==> src/hdl/kear_pkg.sv <==
// Shared types and constants for the key edge and auto-repeat block.
// No dependencies.
package kear_pkg;

    localparam int KEY_W      = 8;
    localparam int CFG_W      = 8;
    localparam int OUT_HOLD_W = 16;
    localparam int IN_DATA_W  = 16;
    localparam int OUT_DATA_W = 24;
    localparam int APB_ADDR_W = 3;
    localparam int APB_DATA_W = 32;

    localparam logic REG_FIRST_DELAY     = 1'b0;
    localparam logic REG_REPEAT_INTERVAL = 1'b1;

    localparam logic [CFG_W-1:0] RST_FIRST_DELAY     = 8'd10;
    localparam logic [CFG_W-1:0] RST_REPEAT_INTERVAL = 8'd2;

    localparam logic MODE_UPDATE = 1'b0;
    localparam logic MODE_SYNC   = 1'b1;

    typedef struct packed {
        logic             mode;
        logic             pressed;
        logic             in_range;
        logic [KEY_W-1:0] key_code;
    } t_item;

    typedef struct packed {
        logic [CFG_W-1:0] delay;
        logic [CFG_W-1:0] interval;
    } t_cfg;

    typedef struct packed {
        logic [OUT_HOLD_W-1:0] hold_frames;
        logic                  move_event;
        logic                  repeat_pulse;
        logic                  trigger;
    } t_result;

endpackage

==> src/hdl/kear_queue.sv <==
// Two-entry request queue between the input side and the key engine.
// Depends on kear_pkg.
module kear_queue
    import kear_pkg::*;
(
    input  logic  i_clk,
    input  logic  i_rst_n,
    input  logic  i_push,
    input  t_item i_item,
    output logic  o_full,
    input  logic  i_pop,
    output t_item o_head,
    output logic  o_empty
);

    t_item       r_entry [2];
    logic        r_wr_ptr;
    logic        r_rd_ptr;
    logic [1:0]  r_count;

    assign o_full  = r_count == 2'd2;
    assign o_empty = r_count == 2'd0;
    assign o_head  = r_entry[r_rd_ptr];

    always_ff @(posedge i_clk) begin
        if (i_push) begin
            r_entry[r_wr_ptr] <= i_item;
        end
    end

    always_ff @(posedge i_clk) begin
        if (!i_rst_n) begin
            r_wr_ptr <= 1'b0;
            r_rd_ptr <= 1'b0;
            r_count  <= 2'd0;
        end else begin
            if (i_push) begin
                r_wr_ptr <= ~r_wr_ptr;
            end
            if (i_pop) begin
                r_rd_ptr <= ~r_rd_ptr;
            end
            unique case ({i_push, i_pop})
                2'b10:   r_count <= r_count + 2'd1;
                2'b01:   r_count <= r_count - 2'd1;
                default: r_count <= r_count;
            endcase
        end
    end

endmodule

==> config.mk <==
export PLATFORM = sky130hd
export DESIGN_NAME = kear_queue
export DESIGN_NICKNAME = d
export VERILOG_FILES = /design/src/hdl/kear_pkg.sv /design/src/hdl/kear_queue.sv
export SDC_FILE = /design/constraint.sdc
export NUM_CORES = 1
export LEC_CHECK = 0
export ABC_AREA = 1
export BUFFER_PORTS_ARGS = -buffer_cell sky130_fd_sc_hd__buf_2
export CAP_MARGIN = 20
export CORE_MARGIN = 2
export CORE_UTILIZATION = 40
export CTS_CLUSTER_DIAMETER = 200
export CTS_CLUSTER_SIZE = 24
export DETAILED_ROUTE_END_ITERATION = 10
export PLACE_DENSITY = 0.66
export SETUP_SLACK_MARGIN = 0.15
export SYNTH_ARGS = -nofsm -noshare
export SYNTH_HDL_FRONTEND = slang
export SYNTH_SLANG_ARGS = --single-unit
==> constraint.sdc <==
create_clock -name i_clk -period 1.4 [get_ports i_clk]
set_clock_uncertainty 0.15 [all_clocks]
set_input_delay 0.07 -clock i_clk [delete_from_list [all_inputs] [get_ports i_clk]]
set_output_delay 0.07 -clock i_clk [all_outputs]
set_load 0.05 [all_outputs]
# Yosys cells after proc, flatten, opt, wreduce, memory -nomap -nowiden
# Memories as Yosys holds them, arrays and structs flattened. A register that Yosys moved wholly into a read port is not among the register bits.
# Index checks and enable logic that the tools add are counted.
# classes
n_reduce_logical,2
n_bitwise,2
add_sub_neg,2
muxes,5
eq_ne,3
# ops
op,n
$eq 2x2->1 const B,2
$mux 1,4
$pmux 2 s2,1
$add 2x1->2 const B,1
$eq 2x1->1 const B,1
$logic_not 2->1,1
$not 1->1,2
$reduce_bool 2->1,1
$sub 2x1->2 const B,1
# totals
out_inout_bits,13
memories,1
ramBits,22
word_cells,18
reg_bits,4
inputBits,15
# mem_list
name,depth,width,rd,rd_ports_with_merged_regs,wr,line,text
r_entry,2,11,1,1,1,kear_queue.sv:16,t_item r_entry [2];

# Longest topological paths before layout
# Gate-level depths: netlist (run 1).
# logic_depth
depth_word,3
mapped_depth,7
mapped_depth_nobuf,7

# Worst setup path before layout (run 1)
# Ideal clock, no wire load.
# synth_timing
kind,flip-flop to flip-flop
from,register r_wr_ptr
to,memory r_entry[0][0] in the netlist's numbering (enable)
path_slack_ps,60
period_less_slack_ps,1340
stages_incl_launch_ff,2
required_time_ps,872
n_path_buf,0
t_arrival_ps,812
setup_ps,378
cell_sequence,dfxtp_1 > nor2_1
# synth_rtl
element,line,text
from (decl),kear_queue.sv:17,logic r_wr_ptr;
from (signal assigned),kear_queue.sv:38,r_wr_ptr <= ~r_wr_ptr;
to (decl),kear_queue.sv:16,
# No word-level cell before the write port.

==> metrics, run 1 <==
launch point of the worst reg-to-reg path r_wr_ptr$_SDFFE_PN0P_; GRT Overall Usage 11.9%; Final Critical Period 1520 ps; Worst R2R Setup Slack 240 ps; Clock Sinks 27; Fin. Hold Viols 0; first-pass GRT wire length 2.73 mm; post-synthesis adder-cell area fraction 1.18%; share of layout cells above drive strength 1 45.3%; asr flop ratio synth 0%; die area 3080 um2; max cap viols 0; worst-path maximum fanout 10; run status complete, but fails checks; synth cell count leaders edfxtp_1 (22), nor2_1 (12), mux2_4 (10), nand2_1 (8), inv_1 (6); # setup viols final 11; routability congestion estimate 0.617; Tcrit/Tclk final 108%; vias in the first global route 620; pre-CTS setup slack 138 ps; Ys Warns 0; CTS H-tree lvls 1; top_reg_cell synth edfxtp_1; area leader, netlist edfxtp_1; Die W 55.5 um; Core ar. 2500 um2; Root Buffer clkbuf_4; Yosys reg bits 27; WP data required 1180 ps; Hold EP r_count[0]$_SDFFE_PN0P_; largest net degree at the start of global routing 15; Initial Util 42.4%; FF-to-FF path depth 3; area delta synth->final 46.9%; Routed WL per cell 12.7 um; Max Clock Freq 660 MHz; Synth Instances 69; final WL 1.87 mm; Worst-Margin Slew 172 ps; sequential element share of the synthesized area 71.8%; largest cells by area after synthesis edfxtp_1 (62%), mux2_4 (14%), dfxtp_1 (9.4%); Max Transition Viols Final 0; library cells used by synthesis 12; num rows 18; n_diodes 0; Max VDD drop 0.714 mV; largest family of logic cells by synthesized area multiplexers; CP Capture Type output pin; Setup crit start kind flip-flop; Synth top area share 62.3%; Compound-Gate Fraction of Synth Area 0.945%; Hold Path Class in -> reg; HPWL Detailed 1.21 mm; failing checks setup timing; CTS tree done; I/O pins 28; Syn Area/Cell 15.4 um2; cell area after synthesis 1060 um2; Die Y 55.5 um; Worst-Skew Late Latency 310 ps; mux share of post-synthesis cell area 15.2%; total global routing overflow 0; max_slew headroom 88.5%; final setup margin -116 ps; xor/xnor cell area share of the yosys netlist 0%; FF+latch area 767 um2; Clk pin slew, worst setup/hold paths 140 ps; Clock Tree Buf Depth 2; Vias per Instance 4.56; r2r endpoint r_entry[1][6]$_DFFE_PP_; simple-gate share of the synthesized area 7.67%; power per standard cell area 1080 nW/um2; WP data arrival 1300 ps; most frequent cell after synthesis edfxtp_1; Post-synth EDFFs 22; RSZ-0062 raised after global routing true; via count 671; DRC errors left 0; worst setup path category reg -> out; Hold Path Stages 4; multi-input logic area 294 um2; Final ANT Viol Nets 0; CTS buffer count 3; drt first pass iters 4; Fillers 209; Iter 0 DRT Violations 11; Synthesized Nets 85; Hold Crit Start i_push; I/O Buffers 27; Nets 134; Lkg Pwr 0.652 nW; Pwr Total 1.69 mW; initial antenna violation count 0
[state kept, by name, indices dropped and copies added, names as in the netlist, named ones only]
register and flops:
r_wr_ptr 1, r_rd_ptr 1, r_entry 22, r_count 2
[metal layers]
metal / global-route usage (%) / routed length (um) / vias to the layer above
met4: 5.23 / 0 / 0
met3: 2.81 / 81 / 0
met2: 22.3 / 1080 / 19
li1: - / - / 337
met1: 12.6 / 709 / 315
met5: 0 / 0 / -
[through the flow]
step                TNS [ps]  utilization (%)  hold WS, ps  cell area, um2  instances
CTS                    -1410             60.7         41.7            1520        147
detailed placement         0             50.4          115            1260        128
floorplan                  0                -         18.9            1060         69
finish                 -1210             62.3         63.2            1560        147
global placement           0             50.4          110            1260        128
global route           -1810             62.3         62.3            1560        147
[worst max-delay path, stage by stage, from the launching register on]
cell,delay (ps)
dfxtp_2,370
buf_12,140
mux2_4,310
buf_6,150
[cell type report]
| type | instances | share of cell area (%) |
|---|---|---|
| Clock buffer | 4 | 1.69 |
| Inverter | 6 | 1.61 |
| Multi-Input combinational cell | 35 | 18.9 |
| Sequential cell | 27 | 49.3 |
| Tap cell | 30 | 2.41 |
| Timing Repair Buffer | 45 | 26.1 |
[placed cells by master, fill, tap and decap left out, drive strengths merged]
master,Yosys,layout
ha,1,1
o21ai,1,1
edfxtp,22,22
buf,1,31
inv,6,6
nor2,12,12
mux2,11,11
nand2,8,8
nand4,1,1
dfxtp,5,5
clkbuf,0,4
dlygate4sd3,0,14
a21oi,1,1
[where the power goes]
| part | total, mW | switching, mW | internal [mW] |
|---|---|---|---|
| sequential | 0.945 | 0.0248 | 0.920 |
| combinational | 0.427 | 0.232 | 0.195 |
| clock | 0.316 | 0.205 | 0.111 |
| total | 1.69 | 0.462 | 1.23 |
[how the worst max path moves through the flow]
| stage | end | from | slack (ps) | depth (start not counted) |
|---|---|---|---|---|
| floorplan | o_full | r_count[1]$_SDFFE_PN0P_ | 150 | 2 |
| global placement | o_head[10] | flip-flop | 150 | 3 |
| detailed placement | o_head[5] | flip-flop | 140 | 3 |
| CTS | o_head[5] | flip-flop | -140 | 3 |
| global route | o_head[9] | flip-flop | -170 | 3 |
| finish | o_head[9] | flip-flop | -120 | 3 |
[what timing repair did]
action / CTS / global route
pin swaps: 0 / 1
hold endpoints to repair: 27 / 3
setup endpoints to repair: 13 / 15
setup buffers: 1 / 0
hold buffers: 14 / 1
gates resized for setup: 28 / 11
[kinds of logic after synthesis]
group	count (synthesis)
fa+ha+maj	1
mux	11
simple gates	21
buf+inv	7
flops	27
compound gates	2
(Power assumes the default switching activity.)
==> run 2, diff against run 1 <==
Settings changed: ABC_AREA 1 to 0.
==> metrics, run 2 <==
Fin. Hold Viols 0 (unchanged); Design Area, Final 1620 um2 (+3.9%); final WL 1.93 mm (+3.4%); Post-DP Area 1230 um2 (-2.6%); Core ar. 2430 um2 (-2.7%); WP data required 1180 ps (about the same); first-pass GRT wire length 2.68 mm (-2.0%); drt first pass iters 1 (-3); Routed WL per cell 13.9 um (+9.3%); num rows 18 (unchanged); final setup margin -159 ps (-43.0 ps); Nets 126 (-6.0%); asr flop ratio synth 0% (unchanged); Root Buffer clkbuf_4; Max Transition Viols Final 0 (unchanged); max FFs per register 22 (unchanged); Metal-1 WL 739 um (+4.2%); Hold Path Class in -> reg; Synth Instances 56 (-19%); Clock Sinks 27 (unchanged); initial antenna violation count 0 (unchanged); Post-synth EDFFs 22 (unchanged); dpl cells 117 (-8.6%); commonest cells after routing, fill and taps aside edfxtp_1 (22), dlygate4sd3_1 (15), buf_2 (14); max_slew headroom 85.1% (-3.4 points); Ys Warns 0 (unchanged); largest cells by area after synthesis edfxtp_1 (66%), mux2_2 (12%), dfxtp_1 (10%); GRT Overall Usage 13.5% (+1.6 points); area leader, netlist edfxtp_1; CTS buffer count 3 (unchanged); most frequent cell after synthesis edfxtp_1; Lkg Pwr 0.654 nW (+0.32%); sequential element share of the synthesized area 75.6% (+3.8 points); Max VDD drop 0.735 mV (+2.9%); Vias per Instance 4.58 (+0.40%); Initial Util 41.4% (-1.0 points); top flop regs r_entry: 22 flops, r_count: 2 flops; synth cell count leaders edfxtp_1 (22), mux2_2 (11), dfxtp_1 (5), and2_1 (4); Final Critical Period 1560 ps (+43.0 ps); Syn Area/Cell 18.0 um2 (+17%); Synth top area share 65.7% (+3.3 points); commonest non-fill, non-tap cell in the layout edfxtp_1; WP data arrival 1340 ps (+40 ps); TNS Setup -1480 ps (-262 ps); Clock Tree Buf Depth 2 (unchanged); power per standard cell area 1120 nW/um2 (+2.9%); via count 637 (-5.1%); worst setup path category reg -> out; Iter 0 DRT Violations 0 (-11); run status complete, but fails checks; total global routing overflow 0 (unchanged); DR top layer met4; HPWL Detailed 1.10 mm (-9.6%); CTS H-tree lvls 1 (unchanged); WHS 53.4 ps (-9.81 ps); worst-path maximum fanout 5 (-5); RSZ-0062 raised after global routing true; Final Instance Count excl. Fillers 139 (-5.4%); Setup crit start kind flip-flop; Final ANT Viol Nets 0 (unchanged); CTS tree done; Biggest register r_entry; area delta synth->final 60.8%; CP Capture Type output pin; Yosys reg bits 27 (unchanged); Die W 54.2 um (-2.4%); Tcrit/Tclk final 111% (+3.1 points); Clk pin slew, worst setup/hold paths 140 ps (about the same); library cells used by synthesis 16 (+4); Worst-Margin Slew 221 ps (+48.9 ps); Synthesized Nets 72 (-15%); failing checks setup timing; Final Core Density 66.5% (+4.2 points); vias in the first global route 610 (-1.6%); largest net degree at the start of global routing 15 (unchanged); DRC errors left 0 (unchanged); met3 wire len 103 um (+27%); die area 2930 um2 (-4.7%); max cap viols 0 (unchanged); I/O Buffers 27 (unchanged); Worst-Skew Late Latency 310 ps (about the same); cell area after synthesis 1010 um2 (-5.1%); top_reg_cell synth edfxtp_1; I/O pins 28 (unchanged); Max Clock Freq 641 MHz (-2.8%); met2 routed wirelength 1.05 mm (-2.0%); # setup viols final 11 (unchanged); n_diodes 0 (unchanged); routability congestion estimate 0.635 (+2.8%); share of layout cells above drive strength 1 52.3% (+7.0 points); Die Y 54.2 um (-2.4%)
## run 2: changes by cell type after synthesis, sizes merged, moves of 2 or more
cell and delta:
nor2 -10, nand2 -8, inv -5, and2 +4, xnor2 +2
## run 2: through the flow
step	setup WS, ps	power [mW]
finish	-159	1.81
global route	-212	1.88
CTS	-149	1.74
detailed placement	114	1.31
global placement	136	1.31
floorplan	196	1.21
## run 2: area by class of cell
cell class	instances	area, um2
fill	177	815
sequential	27	766
timing repair buffer	50	494
multi-input combinational	27	290
tap	30	37.5
clock buffer	4	26.3
inverter	1	3.75
## run 2: report_power, final
part | internal, mW | switching [mW]
clock network | 0.111 | 0.212
logic | 0.268 | 0.267
registers | 0.922 | 0.0261
total | 1.30 | 0.506
## run 2: layer usage
metal  global-route usage, %  vias up
met2                    23.7       22
met1                    15.7      299
met4                    6.25        0
met3                    2.78        4
li1                        -      312
met5                       0        -
## run 2: final timing paths
path / start / slack (ps) / end / cells after the start
setup / recovery: flip-flop / -160 / o_head[7] / 3
hold / removal: i_push / 50 / r_entry[0][1]$_DFFE_PP_ / 3
setup reg to reg: r_count[0]$_SDFFE_PN0P_ / 150 / r_count[1]$_SDFFE_PN0P_ / 4
hold reg to reg: r_count[1]$_SDFFE_PN0P_ / 420 / r_count[1]$_SDFFE_PN0P_ / 2
## run 2: critical path, cell delays in order, from the launching register on
cell and delay (ps):
dfxtp_4 400, clkbuf_16 150, mux2_4 320, buf_8 150
## run 2: logic make-up after synthesis
logic type                 share of synthesized area, %
AOI/OAI and AO/OA                                  1.99
adders and majority gates                          1.24
and+or+nand+nor                                    5.35
buffers and inverters                             0.870
xor gates and xnor gates                           2.61
muxes                                              12.3
DFF                                                75.6
## run 2: repair_timing
item	4_1_cts	5_1_grt
gates resized for setup	31	22
buffers inserted	2	0
cloned	0	1
setup endpoints to repair	21	22
hold buffers	14	1
hold endpoints to repair	27	3
pin swaps	1	0
==> run 3, diff against run 2 <==
Settings changed: PLACE_DENSITY 0.66 to not set.
Clock period 1.4 ns to 1.8 ns, I/O delays scaled along.
==> metrics, run 3 (synthesis results as in run 2) <==
run status complete, no violations; commonest cells after routing, fill and taps aside buf_2 (27), edfxtp_1 (22), dlygate4sd3_1 (14); slowest cell delay on critical path 450 ps (+50 ps); TNS Setup 0 ps (+1480 ps); vias in the first global route 569 (-6.7%); HPWL Detailed 1.06 mm (-3.2%); Max Transition Viols Final 0 (unchanged); worst-path maximum fanout 11 (+6); Clk pin slew, worst setup/hold paths 130 ps (about the same); max cap viols 0 (unchanged); Initial Util 41.4% (unchanged); max_slew headroom 65.9% (-19 points); Final ANT Viol Nets 0 (unchanged); worst setup path category reg -> out; Worst-Margin Slew 511 ps (+291 ps); n_diodes 0 (unchanged); pre-CTS setup slack 338 ps (+224 ps); WHS 346 ps (+293 ps); Iter 0 DRT Violations 5 (+5); total global routing overflow 0 (unchanged); power per standard cell area 924 nW/um2 (-17%); Root Buffer clkbuf_4; switching share of power 27.8% (-0.18 points); final setup margin 237 ps (+397 ps); Hold Path Class in -> reg; CP delay by family, top flip-flops; Seq pwr share 58.8% (+6.3 points); share of layout cells above drive strength 1 44.1% (-8.2 points); Clock Sinks 27 (unchanged); Fin. Hold Viols 0 (unchanged); commonest non-fill, non-tap cell in the layout buf_2; clock share of power 19.3% (+1.4 points); I/O Buffers 27 (unchanged); Core ar. 2430 um2 (unchanged); num rows 18 (unchanged); Lkg Pwr 0.531 nW (-19%); Internal 0.906 mW (-30%); NetSw 0.349 mW (-31%); Die W 54.2 um (unchanged); Final Instance Count excl. Fillers 132 (-5.0%); GRT Overall Usage 12.1% (-1.5 points); max FFs per register 22 (unchanged); Max VDD drop 0.512 mV (-30%); CP Capture Type output pin; Setup crit start kind flip-flop; CTS buffer count 3 (unchanged); dpl cells 114 (-2.6%); routability congestion estimate 0.623 (-1.8%); initial antenna violation count 0 (unchanged); Crit path buffers/inverters 1 (-1); Die Y 54.2 um (unchanged); Biggest register r_entry; Design Area, Final 1360 um2 (-16%); Worst-Skew Late Latency 310 ps (about the same); die area 2930 um2 (unchanged); # setup viols final 0 (-11); Final Critical Period 1560 ps; area delta synth->final 35.1%; CTS H-tree lvls 1 (unchanged); cells along the critical path mux2_2 > buf_2; Routed WL per cell 11.6 um (-17%); RSZ-0062 raised after global routing false; drt first pass iters 4 (+3); WP data arrival 1320 ps (-20 ps); combinational group share of total power 21.9% (-7.7 points); WP data required 1560 ps (+380 ps); Fillers 215 (+21%); Tcrit/Tclk final 86.8%; Max Clock Freq 640 MHz; CTS tree done; first-pass GRT wire length 2.35 mm (-12%); Post-DP Area 1190 um2 (-3.1%); Clock Tree Buf Depth 2 (unchanged); Nets 119 (-5.6%); Slowest-stage cell, CP dfxtp_4; DRC errors left 0 (unchanged); top flop regs r_entry: 22 flops, r_count: 2 flops; I/O pins 28 (unchanged); final WL 1.53 mm (-21%); via count 586 (-8.0%); largest net degree at the start of global routing 15 (unchanged); Vias per Instance 4.44 (-3.1%)
==> run 3: what timing repair did <==
item	in CTS	in global routing
endpoints found under the setup margin	11	0
hold buffers	14	0
buffers inserted	0	0
endpoints found under the hold margin	27	0
gates resized for setup	2	0
==> run 3: power by group through the flow <==
stage	combinational (mW)	clock [mW]	sequential, mW
finish	0.274	0.242	0.738
global route	0.293	0.291	0.744
CTS	0.277	0.261	0.740
detailed placement	0.254	0	0.753
global placement	0.252	0	0.752
floorplan	0.201	0	0.741
==> run 3: area by class of cell <==
type / instances / area [um2] / share of cell area [%]
Multi-Input combinational cell: 27 / 236 / 17.4
Timing Repair Buffer: 43 / 290 / 21.4
Clock buffer: 4 / 26.3 / 1.93
Tap cell: 30 / 37.5 / 2.76
Sequential cell: 27 / 764 / 56.3
Inverter: 1 / 3.75 / 0.276
==> run 3: final timing paths <==
check | start | to | slack [ps] | depth (start not counted)
hold reg to reg | r_count[1]$_SDFFE_PN0P_ | r_count[1]$_SDFFE_PN0P_ | 370 | 2
setup reg to reg | r_wr_ptr$_SDFFE_PN0P_ | r_entry[1][3]$_DFFE_PP_ | 480 | 1
hold / removal | i_item[7] | r_entry[1][7]$_DFFE_PP_ | 350 | 2
setup / recovery | flip-flop | o_head[0] | 240 | 2
==> run 3: per-stage QoR <==
| stage | utilization (%) | total power [mW] |
|---|---|---|
| global placement | 48.9 | 1.00 |
| detailed placement | 48.9 | 1.01 |
| global route | 55.9 | 1.33 |
| CTS | 55.9 | 1.28 |
| floorplan | - | 0.942 |
| finish | 55.9 | 1.26 |
==> run 3: metal layers <==
metal / track usage, % / vias to the layer above / part of all wire (%)
met5: 0 / - / 0
met4: 7.50 / 0 / 1.2
met3: 3.33 / 2 / 4.6
met2: 19.1 / 15 / 49
met1: 14.4 / 268 / 45
li1: - / 301 / -
